[src/hdl/brcs_pkg.sv]
`timescale 1ns / 1ps
// ----------------------------------------------------------------------------
// brcs_pkg - shared constants of the blit rectangle clip setup
// Bit positions of the fixed-width fields at the bottom of the result word.
// ----------------------------------------------------------------------------
package brcs_pkg;

  // result word: flags first, then the corner and offset fields
  localparam int unsigned EMPTY_BIT  = 0;
  localparam int unsigned DESC_BIT   = 1;
  localparam int unsigned FIELD_BASE = 2;

  // number of registers from the slave port to the master port
  localparam int unsigned PIPE_STAGES = 4;

endpackage

[src/hdl/blit_rectangle_clip_setup.sv]
`timescale 1ns / 1ps
// ----------------------------------------------------------------------------
// blit_rectangle_clip_setup - clip a blit rectangle to source and destination
// Clips the rectangle to the source frame, then to the destination frame,
// moving the matching corner of the other rectangle each time, and computes the start offsets.
// ----------------------------------------------------------------------------
//
//  channel  | direction | contents
//  ---------+-----------+-----------------------------------------------------
//  s_axis   | in        | blit request: frame sizes, positions, size, direction
//  m_axis   | out       | clipped corners, empty flag, direction, start offsets
//
//  One request enters per cycle while s_axis_tready is high; its result
//  reaches m_axis through the input register, source clip, destination
//  clip, then empty check and the row-times-stride multiply.
//  Reset clears the stage valid bits only; payload registers hold garbage.
//  A stall on m_axis holds each full stage with no empty stage after it;
//  s_axis_tready drops only when all four registers hold a request.
//
module blit_rectangle_clip_setup
  import brcs_pkg::*;
#(
  parameter int unsigned DIM_BITS = 12
) (
  input  logic clk_i,
  input  logic rst_ni,

  input  logic s_axis_tvalid,
  output logic s_axis_tready,
  // s_axis_tdata, lowest bit up: dest_stride, dest_rows, dest_pos_x,
  // dest_pos_y, rect_width, rect_height, src_stride, src_rows, src_pos_x,
  // src_pos_y, dest_below_src, zero fill
  input  logic [((10*DIM_BITS+9+7)/8)*8-1:0] s_axis_tdata,

  output logic m_axis_tvalid,
  input  logic m_axis_tready,
  // m_axis_tdata, lowest bit up: empty_res, descending, src_x_first,
  // src_y_first, src_x_last, src_y_last, dst_x_first, dst_y_first,
  // dst_x_last, dst_y_last, src_start_offset, dst_start_offset, zero fill
  output logic [((12*DIM_BITS+2+7)/8)*8-1:0] m_axis_tdata
);

  localparam int unsigned D         = DIM_BITS;
  localparam int unsigned POS_BITS  = D + 2;
  localparam int unsigned WORK_BITS = D + 5;   // holds every intermediate corner
  localparam int unsigned OFS_BITS  = 2 * D;
  localparam int unsigned IN_BITS   = 10 * D + 9;
  localparam int unsigned OUT_W     = ((12 * D + 2 + 7) / 8) * 8;

  // field positions in the request word
  localparam int unsigned DW_LSB  = 0;
  localparam int unsigned DH_LSB  = D;
  localparam int unsigned DX_LSB  = 2 * D;
  localparam int unsigned DY_LSB  = 2 * D + POS_BITS;
  localparam int unsigned W_LSB   = 2 * D + 2 * POS_BITS;
  localparam int unsigned H_LSB   = 3 * D + 2 * POS_BITS;
  localparam int unsigned SW_LSB  = 4 * D + 2 * POS_BITS;
  localparam int unsigned SH_LSB  = 5 * D + 2 * POS_BITS;
  localparam int unsigned SX_LSB  = 6 * D + 2 * POS_BITS;
  localparam int unsigned SY_LSB  = 6 * D + 3 * POS_BITS;
  localparam int unsigned ASC_BIT = 6 * D + 4 * POS_BITS;

  localparam logic signed [WORK_BITS-1:0] ZERO_W = WORK_BITS'(0);
  localparam logic signed [WORK_BITS-1:0] ONE_W  = WORK_BITS'(1);

  typedef logic signed [WORK_BITS-1:0] crd_t;

  // corners and frame sizes carried between the clip stages
  typedef struct packed {
    crd_t         sx0;
    crd_t         sy0;
    crd_t         sx1;
    crd_t         sy1;
    crd_t         dx0;
    crd_t         dy0;
    crd_t         dx1;
    crd_t         dy1;
    crd_t         sw;
    crd_t         sh;
    crd_t         dw;
    crd_t         dh;
    logic         zero_sz;
    logic         asc;
  } clip_t;

  function automatic crd_t ext_u(input logic [D-1:0] v);
    return $signed({{(WORK_BITS - D){1'b0}}, v});
  endfunction

  function automatic crd_t ext_s(input logic [POS_BITS-1:0] v);
    return $signed({{(WORK_BITS - POS_BITS){v[POS_BITS-1]}}, v});
  endfunction

  // --------------------------------------------------------------------------
  // Flow control: a stage advances when it is empty or the next one advances
  // --------------------------------------------------------------------------
  logic         v0_q, v1_q, v2_q, v3_q;
  logic         adv0, adv1, adv2, adv3;

  logic [IN_BITS-1:0] req_q;
  clip_t              c1_d, c1_q;
  clip_t              c2_d, c2_q;
  logic [OUT_W-1:0]   res_d, res_q;

  assign adv3 = !v3_q || m_axis_tready;
  assign adv2 = !v2_q || adv3;
  assign adv1 = !v1_q || adv2;
  assign adv0 = !v0_q || adv1;

  assign s_axis_tready = adv0;
  assign m_axis_tvalid = v3_q;
  assign m_axis_tdata  = res_q;

  always_ff @(posedge clk_i or negedge rst_ni) begin
    if (!rst_ni) begin
      v0_q <= 1'b0;
      v1_q <= 1'b0;
      v2_q <= 1'b0;
      v3_q <= 1'b0;
    end else begin
      if (adv0) v0_q <= s_axis_tvalid;
      if (adv1) v1_q <= v0_q;
      if (adv2) v2_q <= v1_q;
      if (adv3) v3_q <= v2_q;
    end
  end

  always_ff @(posedge clk_i) begin
    if (adv0) req_q <= s_axis_tdata[IN_BITS-1:0];
    if (adv1) c1_q  <= c1_d;
    if (adv2) c2_q  <= c2_d;
    if (adv3) res_q <= res_d;
  end

  // --------------------------------------------------------------------------
  // Stage 1: form the far corners, clip to the source frame
  // --------------------------------------------------------------------------
  always_comb begin
    crd_t w_e, h_e;
    w_e = ext_u(req_q[W_LSB +: D]);
    h_e = ext_u(req_q[H_LSB +: D]);

    c1_d.dw      = ext_u(req_q[DW_LSB +: D]);
    c1_d.dh      = ext_u(req_q[DH_LSB +: D]);
    c1_d.sw      = ext_u(req_q[SW_LSB +: D]);
    c1_d.sh      = ext_u(req_q[SH_LSB +: D]);
    c1_d.zero_sz = (req_q[W_LSB +: D] == '0) || (req_q[H_LSB +: D] == '0);
    c1_d.asc     = req_q[ASC_BIT];

    c1_d.sx0 = ext_s(req_q[SX_LSB +: POS_BITS]);
    c1_d.sy0 = ext_s(req_q[SY_LSB +: POS_BITS]);
    c1_d.dx0 = ext_s(req_q[DX_LSB +: POS_BITS]);
    c1_d.dy0 = ext_s(req_q[DY_LSB +: POS_BITS]);
    c1_d.sx1 = c1_d.sx0 + w_e - ONE_W;
    c1_d.sy1 = c1_d.sy0 + h_e - ONE_W;
    c1_d.dx1 = c1_d.dx0 + w_e - ONE_W;
    c1_d.dy1 = c1_d.dy0 + h_e - ONE_W;

    // pull the near corner in, shift the destination by the same amount
    if ($signed(c1_d.sx0) < $signed(ZERO_W)) begin
      c1_d.dx0 = c1_d.dx0 - c1_d.sx0;
      c1_d.sx0 = ZERO_W;
    end
    if ($signed(c1_d.sy0) < $signed(ZERO_W)) begin
      c1_d.dy0 = c1_d.dy0 - c1_d.sy0;
      c1_d.sy0 = ZERO_W;
    end
    // pull the far corner in to the last column / row
    if ($signed(c1_d.sx1) >= $signed(c1_d.sw)) begin
      c1_d.dx1 = c1_d.dx1 - c1_d.sx1 + c1_d.sw - ONE_W;
      c1_d.sx1 = c1_d.sw - ONE_W;
    end
    if ($signed(c1_d.sy1) >= $signed(c1_d.sh)) begin
      c1_d.dy1 = c1_d.dy1 - c1_d.sy1 + c1_d.sh - ONE_W;
      c1_d.sy1 = c1_d.sh - ONE_W;
    end
  end

  // --------------------------------------------------------------------------
  // Stage 2: clip to the destination frame, shift the source to match
  // --------------------------------------------------------------------------
  always_comb begin
    c2_d = c1_q;
    if ($signed(c1_q.dx0) < $signed(ZERO_W)) begin
      c2_d.sx0 = c1_q.sx0 - c1_q.dx0;
      c2_d.dx0 = ZERO_W;
    end
    if ($signed(c1_q.dy0) < $signed(ZERO_W)) begin
      c2_d.sy0 = c1_q.sy0 - c1_q.dy0;
      c2_d.dy0 = ZERO_W;
    end
    if ($signed(c1_q.dx1) >= $signed(c1_q.dw)) begin
      c2_d.sx1 = c1_q.sx1 - c1_q.dx1 + c1_q.dw - ONE_W;
      c2_d.dx1 = c1_q.dw - ONE_W;
    end
    if ($signed(c1_q.dy1) >= $signed(c1_q.dh)) begin
      c2_d.sy1 = c1_q.sy1 - c1_q.dy1 + c1_q.dh - ONE_W;
      c2_d.dy1 = c1_q.dh - ONE_W;
    end
  end

  // --------------------------------------------------------------------------
  // Stage 3: empty check, start offsets, pack the result word
  // --------------------------------------------------------------------------
  logic                empty;
  logic [D-1:0]        src_row, src_col, dst_row, dst_col;
  logic [OFS_BITS-1:0] src_ofs, dst_ofs;

  always_comb begin
    empty = c2_q.zero_sz
         || ($signed(c2_q.sx1) < $signed(ZERO_W)) || ($signed(c2_q.sx0) >= $signed(c2_q.sw))
         || ($signed(c2_q.sy1) < $signed(ZERO_W)) || ($signed(c2_q.sy0) >= $signed(c2_q.sh))
         || ($signed(c2_q.dx1) < $signed(ZERO_W)) || ($signed(c2_q.dx0) >= $signed(c2_q.dw))
         || ($signed(c2_q.dy1) < $signed(ZERO_W)) || ($signed(c2_q.dy0) >= $signed(c2_q.dh))
         || ($signed(c2_q.sx0) > $signed(c2_q.sx1)) || ($signed(c2_q.sy0) > $signed(c2_q.sy1))
         || ($signed(c2_q.dx0) > $signed(c2_q.dx1)) || ($signed(c2_q.dy0) > $signed(c2_q.dy1));
  end

  // ascending starts at the top-left pixel, descending at the bottom-right
  assign src_row = c2_q.asc ? c2_q.sy0[D-1:0] : c2_q.sy1[D-1:0];
  assign src_col = c2_q.asc ? c2_q.sx0[D-1:0] : c2_q.sx1[D-1:0];
  assign dst_row = c2_q.asc ? c2_q.dy0[D-1:0] : c2_q.dy1[D-1:0];
  assign dst_col = c2_q.asc ? c2_q.dx0[D-1:0] : c2_q.dx1[D-1:0];

  assign src_ofs = ({{D{1'b0}}, src_row} * {{D{1'b0}}, c2_q.sw[D-1:0]})
                 + {{D{1'b0}}, src_col};
  assign dst_ofs = ({{D{1'b0}}, dst_row} * {{D{1'b0}}, c2_q.dw[D-1:0]})
                 + {{D{1'b0}}, dst_col};

  always_comb begin
    res_d            = '0;
    res_d[EMPTY_BIT] = empty;
    if (!empty) begin
      res_d[DESC_BIT]                      = !c2_q.asc;
      res_d[FIELD_BASE + 0 * D +: D]        = c2_q.sx0[D-1:0];
      res_d[FIELD_BASE + 1 * D +: D]        = c2_q.sy0[D-1:0];
      res_d[FIELD_BASE + 2 * D +: D]        = c2_q.sx1[D-1:0];
      res_d[FIELD_BASE + 3 * D +: D]        = c2_q.sy1[D-1:0];
      res_d[FIELD_BASE + 4 * D +: D]        = c2_q.dx0[D-1:0];
      res_d[FIELD_BASE + 5 * D +: D]        = c2_q.dy0[D-1:0];
      res_d[FIELD_BASE + 6 * D +: D]        = c2_q.dx1[D-1:0];
      res_d[FIELD_BASE + 7 * D +: D]        = c2_q.dy1[D-1:0];
      res_d[FIELD_BASE + 8 * D +: OFS_BITS]  = src_ofs;
      res_d[FIELD_BASE + 10 * D +: OFS_BITS] = dst_ofs;
    end
  end

endmodule

[config.mk]
export PLATFORM = sky130hd
export DESIGN_NAME = blit_rectangle_clip_setup
export DESIGN_NICKNAME = d
export VERILOG_FILES = /design/src/hdl/brcs_pkg.sv /design/src/hdl/blit_rectangle_clip_setup.sv
export SDC_FILE = /design/constraint.sdc
export NUM_CORES = 2
export LEC_CHECK = 0
export BUFFER_PORTS_ARGS = -buffer_cell sky130_fd_sc_hd__buf_2
export CORE_MARGIN = 2
export CORE_UTILIZATION = 45
export CTS_CLUSTER_SIZE = 8
export DETAILED_ROUTE_END_ITERATION = 16
export GPL_TIMING_DRIVEN = 0
export PLACE_DENSITY = 0.66
export SYNTH_ARGS = -nofsm -noshare
export SYNTH_HDL_FRONTEND = slang
export SYNTH_SLANG_ARGS = --single-unit
[constraint.sdc]
create_clock -name clk_i -period 12.8 [get_ports clk_i]
set_clock_uncertainty 0.2 [all_clocks]
set_input_delay 0 -clock clk_i [delete_from_list [all_inputs] [get_ports clk_i]]
set_output_delay 0 -clock clk_i [all_outputs]
set_load 0.02 [all_outputs]
Yosys cells after proc, flatten, opt, wreduce, memory -nomap -nowiden
Cells that the tools add are included.
Operators by class
  add/sub/neg operators: 30
  multipliers: 2
  divide/modulo/power cells: 0
  order comparisons: 20
  eq/ne operators: 0
  shifts and indexed selects: 0
  mux-type cells: 16
  bitwise operators: 0
  reductions and logical operators: 24
Operator list (number)
  $mux W17: 12
  $ge A17 B13 Y1: 6
  $lt A17 B1 Y1 const B: 6
  $add A17 B13 Y17: 4
  $gt A17 B17 Y1: 4
  $sub A17 B2 Y17 const B: 4
  $sub A15 B2 Y16 const B: 4
  $add A14 B13 Y15: 4
  $sub A12 B1 Y13 const B: 4
  $add A24 B12 Y24: 2
  $mul A12 B12 Y24: 2
  $mux W12: 4
  $sub A14 B17 Y17: 2
  $sub A16 B16 Y17: 2
  $sub A17 B17 Y17: 2
  $ge A16 B13 Y1: 2
  $sub A14 B14 Y15: 2
  $lt A14 B1 Y1 const B: 2
  $logic_not A12 Y1: 2
  $logic_or A1 B1 Y1: 17
  $logic_not A1 Y1: 5
Word-level totals
  bits in registers: 645
  latch bits: 0
  RAM bits: 0
  memory bits (read-only): 0
  bits of input ports: 140
  output and inout bits: 154
  logic and storage cells: 127
  memories: 0

Logic depth before layout (Yosys ltp)
  depth after elaboration: 13
  mapped depth: 25
  gate-level depth less buffers: 22

Worst setup path before layout
OpenSTA, ideal clock, no wires.
  path kind: register to register
  start: register v3_q, in the netlist m_axis_tvalid
  end: register c1_q[0] (netlist name) (enable)
  setup time: 1.860 ns
  arrival: 4.608 ns
  data required time: 10.740 ns
  setup slack: 6.133 ns
  cell stages (with the launch flop): 3
  buffers on the path: 0
  period minus slack after synthesis: 6.667 ns
  cell sequence: dfrtp_1 > nor2b_1 > nand3_1
On the way
  cells in the longest elaborated chain, start to end: 4
Ends and longest elaborated chain
  from (decl): RTL line blit_rectangle_clip_setup.sv:97  | logic v0_q, v1_q, v2_q, v3_q;
  from (signal assigned): RTL line blit_rectangle_clip_setup.sv:124  | if (adv3) v3_q <= v2_q;
  $logic_not A1 Y1: RTL line blit_rectangle_clip_setup.sv:105  | assign adv3 = !v3_q || m_axis_tready;
  $logic_or A1 B1 Y1: RTL line blit_rectangle_clip_setup.sv:105
  $logic_or A1 B1 Y1: RTL line blit_rectangle_clip_setup.sv:106  | assign adv2 = !v2_q || adv3;
  $logic_or A1 B1 Y1: RTL line blit_rectangle_clip_setup.sv:107  | assign adv1 = !v1_q || adv2;
  net adv1: RTL line blit_rectangle_clip_setup.sv:98  | logic adv0, adv1, adv2, adv3;
  to (signal assigned): RTL line blit_rectangle_clip_setup.sv:130  | if (adv1) c1_q <= c1_d;
  to (decl): RTL line blit_rectangle_clip_setup.sv:101  | clip_t c1_d, c1_q;
The timed path passes the listed nets, and every way through them passes these cells.
A chain may end at the register's enable or synchronous reset.

Worst setup path after layout
  start: register c2_q[0] (netlist name)
  end: register res_q[120], in the netlist m_axis_tdata[120], data pin
On the way
  cells in the longest elaborated chain, start to end: 3
  elaborated cells on any way between the ends: 4
  classes of those cells: 1 x add/sub; 1 x mul; 2 x mux
Ends and longest elaborated chain
  from (decl): RTL line blit_rectangle_clip_setup.sv:102  | clip_t c2_d, c2_q;
  from (signal assigned): RTL line blit_rectangle_clip_setup.sv:131  | if (adv2) c2_q <= c2_d;
  $mux W12: RTL line blit_rectangle_clip_setup.sv:220  | assign src_row = c2_q.asc ? c2_q.sy0[D-1:0] : c2_q.sy1[D-1:0];
  $mul A12 B12 Y24: RTL line blit_rectangle_clip_setup.sv:225  | assign src_ofs = ({{D{1'b0}}, src_row} * {{D{1'b0}}, c2_q.sw[D-1:0]})
  $add A24 B12 Y24 (*): RTL line blit_rectangle_clip_setup.sv:226  | + {{D{1'b0}}, src_col};
  to (signal assigned): RTL line blit_rectangle_clip_setup.sv:132  | if (adv3) res_q <= res_d;
  to (decl): RTL line blit_rectangle_clip_setup.sv:103  | logic [OUT_W-1:0] res_d, res_q;
Every way passes the cells marked *; elsewhere a longest branch is shown, timed or not.

==> implementation parameters <==
Parameter                              Value

Floorplan
  Horizontal die dimension    331 um
  # IOs    294
  Die Y-Extent    331 um
  Site Rows    119
  Die footprint    109,000 sq um
  Initial Utilization    45.5%
  Area of the core    106,000 sq um

Timing
  Top achievable clock speed    133 MHz
  Worst slew margin relative to its limit    2.85%
  Slew at the pin with the worst max-slew slack    1440 ps
  Setup violations, final    0
  Count of final max-slew check failures    0
  RSZ-0062 raised after global routing    false
  Fin worst setup slack    5300 ps
  Final critical delay including setup and external delays    7500 ps
  Worst Hold Margin    208 ps
  Share of the cycle needed by the critical path after routing    58.6%
  Count of endpoints failing hold in the final timing report    0
  Final sum of negative setup slack    0 ps

GRT
  All-Layer GR Usage    24.4%
  Met3 Usage GRT    3.78%
  Via count of the first global-routing pass    35,000
  Maximum number of pins on one net before global-route repair    99
  Global-route wire length before repair    202,000 um
  GRT Residual Overflow    0
  Initial antenna violation count    8
  Fraction of met1 tracks used by global routing    33.7%
  Most Used Layer, Global Route    met2
  Fraction of met2 tracks used by global routing    39.1%

Setup path
  Critical Path Max Stage Delay    1060 ps
  Kind of critical path    register to register
  Critical path peak fanout    10
  Most used cell along the critical path    sky130_fd_sc_hd__fa_1
  Worst reg-to-reg setup slack    5300 ps
  Critical Path Sink Type    register
  Worst EP required    13,010 ps
  Worst EP arrival    7710 ps
  Standard cell with the maximum stage delay on the critical path    sky130_fd_sc_hd__o21ai_0
  Crit-path cells    clkbuf_1, clkbuf_1, clkbuf_1, o21ai_0, nand2_1, fa_1, fa_1, inv_1, fa_1, fa_1, inv_1, fa_1, inv_1, ha_1, a41o_1, a211o_1, a31oi_1, o31ai_1, and3_1, o21ai_0, xnor2_1, and2_1
  Kind of start point of the critical path    register

CTS
  Clk sink count    635
  Source-to-sink clock delay at the later pin of the worst-skew pair    700 ps
  Maximum buffer depth of the clock tree    3
  Clock slew seen by the registers of the worst setup and hold paths    50 ps
  Gates resized, CTS repair    0
  CTS H-Tree Depth    3
  Total clock buffers created by CTS    91
  TritonCTS clock tree    built
  Clk Tree Root Cell    sky130_fd_sc_hd__clkbuf_16

Drt
  Number of violations reported at the end of detailed-routing iteration 0    2,755
  Residual DRC count    0
  Detailed-route vias per instance    5.29
  Count of vias placed by the detailed router    35,200
  Post-detailed-route count of antenna-violating nets    0
  Routed wire length per instance    20.0 um
  Final WL    133,000 um
  Number of detailed-route iterations in the first pass    5

Final layout
  Most frequent cells in the layout    sky130_fd_sc_hd__inv_1 (852), sky130_fd_sc_hd__edfxtp_1 (631), sky130_fd_sc_hd__ha_1 (544)
  Share of layout cells above drive strength 1    9.53%
  Non-filler instance count after layout    6,668
  Total Nets Final    6,217
  P&R area growth vs syn    18.0%
  Most frequent standard cell in the layout excluding fill and tap cells    sky130_fd_sc_hd__inv_1

Place
  DP HPWL    106,000 um
  Pre-CTS worst setup slack    5350 ps
  Global placement routability congestion    0.989
  Port buffer count    280
  Total placed cells including tap cells    6,284

Run status
  Outcome    finished clean

Yosys
  Fraction of registers with async set/reset    0.630%
  Share of synthesized area occupied by flip-flops and latches    39.7%
  Average footprint of a synthesized cell    10.5 sq um
  EDFF count, synth    631
  Area of the mapped netlist    48,000 sq um
  Cell count after synthesis    4,589
  Yosys warning total    0
  Number of distinct standard cells referenced by the synthesized netlist    75
  Flop and latch count out of synthesis    635
  Most frequently used flop master after synthesis    sky130_fd_sc_hd__edfxtp_1

Hold path
  HP Class    register to register

Run
  Number of maximum-capacitance constraint violations    0
-- registers in the layout (all words and copies together) (netlist names) --
register,count
m_axis_tdata,146
c2_q,182
m_axis_tvalid,1
c1_q,174
req_q,129
v1_q,1
v0_q,1
v2_q,1
-- logic make-up (layout without fill, tap and decap cells) --
group	Yosys count	in the layout	share of synthesized area [%]
and+or+nand+nor	1194	1194	12.0
buffers and inverters	956	1634	7.61
adders and majority gates	826	826	25.9
AOI/OAI and AO/OA	695	695	9.35
DFF	635	635	39.7
xor gates and xnor gates	181	181	3.30
muxes	101	101	2.21
other	1	11	0.00781
-- metal layers --
layer | part of all wire (%) | vias to the layer above | routed length [um]
li1 | - | 16800 | -
met1 | 44 | 17000 | 58200
met2 | 46 | 1230 | 61000
met3 | 7.1 | 235 | 9460
met4 | 3.4 | 6 | 4530
met5 | 0.025 | - | 33
-- timing repair --
| action | CTS | global route |
|---|---|---|
| buffers inserted | 0 | 0 |
| setup endpoints to repair | 0 | 0 |
| endpoints found under the hold margin | 150 | 0 |
| hold buffers | 265 | 0 |
-- Yosys cell counts, drive strengths merged (9+ instances only) --
cell / instances / area, sq um
nand2: 354 / 1330
nor2: 293 / 1100
o31ai: 23 / 173
and2: 191 / 1190
o21ai: 178 / 891
mux2i: 59 / 591
o31a: 9 / 78.8
buf: 27 / 155
nor3: 79 / 395
nand2b: 29 / 181
a211o: 14 / 123
o21bai: 17 / 128
a21oi: 174 / 871
a31o: 11 / 96.3
or3: 21 / 131
inv: 853 / 3200
nand4: 22 / 138
nor2b: 52 / 325
o21a: 46 / 345
nor4: 24 / 150
mux2: 42 / 473
nand3: 66 / 330
xor2: 48 / 420
fa: 282 / 5650
a31oi: 28 / 175
xnor2: 133 / 1160
edfxtp: 631 / 18900
a211oi: 34 / 255
ha: 544 / 6810
or2: 11 / 68.8
and3: 21 / 131
clkbuf: 75 / 294
a21o: 58 / 435
a21boi: 14 / 105
a2111oi: 9 / 80.1
o211ai: 17 / 128
-- worst paths after layout --
| kind | startpoint | end | cells after the start |
|---|---|---|---|
| min in group asynchronous | rst_ni | m_axis_tvalid$_DFFE_PN0P_ | 4 |
| worst max-delay path | c2_q[0]$_DFFE_PP_ | m_axis_tdata[120]$_SDFFCE_PP0P_ | 22 |
| max in group asynchronous | rst_ni | v2_q$_DFFE_PN0P_ | 4 |
| worst min register to register | c1_q[41]$_DFFE_PP_ | c2_q[41]$_DFFE_PP_ | 0 |
| worst max register to register | c2_q[0]$_DFFE_PP_ | m_axis_tdata[120]$_SDFFCE_PP0P_ | 22 |
| worst min-delay path | c1_q[41]$_DFFE_PP_ | c2_q[41]$_DFFE_PP_ | 0 |
-- worst max-delay path, delay by kind of cell (launching register included) --
kind	cells	cell delay, ps
AOI/OAI and AO/OA	6	2300
xor gates and xnor gates	1	80
adders and majority gates	6	2930
buffers and inverters	6	780
DFF	1	370
and+or+nand+nor	3	580
-- metrics by stage --
| stage | area, sq um | util [%] |
|---|---|---|
| 5_1_grt | 56700 | 53.7 |
| 2_1_floorplan | 48100 | - |
| 3_3_place_gp | 51200 | 48.5 |
| 3_5_place_dp | 51500 | 48.8 |
| 4_1_cts | 56700 | 53.7 |
| 6_report | 56700 | 53.7 |
-- layout make-up --
type / count / area, sq um
Inverter: 854 / 3210
Antenna cell: 1 / 2.50
Multi-Input combinational cell: 3007 / 25400
Sequential cell: 635 / 19000
Clock buffer: 105 / 2330
Timing Repair Buffer: 560 / 4350
Clock inverter: 13 / 183
Fill cell: 9226 / 48900
Buffer: 102 / 449
Tap cell: 1391 / 1740
Power is left out: the tool's default activity adds up to more than one toggle a clock period on the data nets, which glitch-free logic cannot reach.
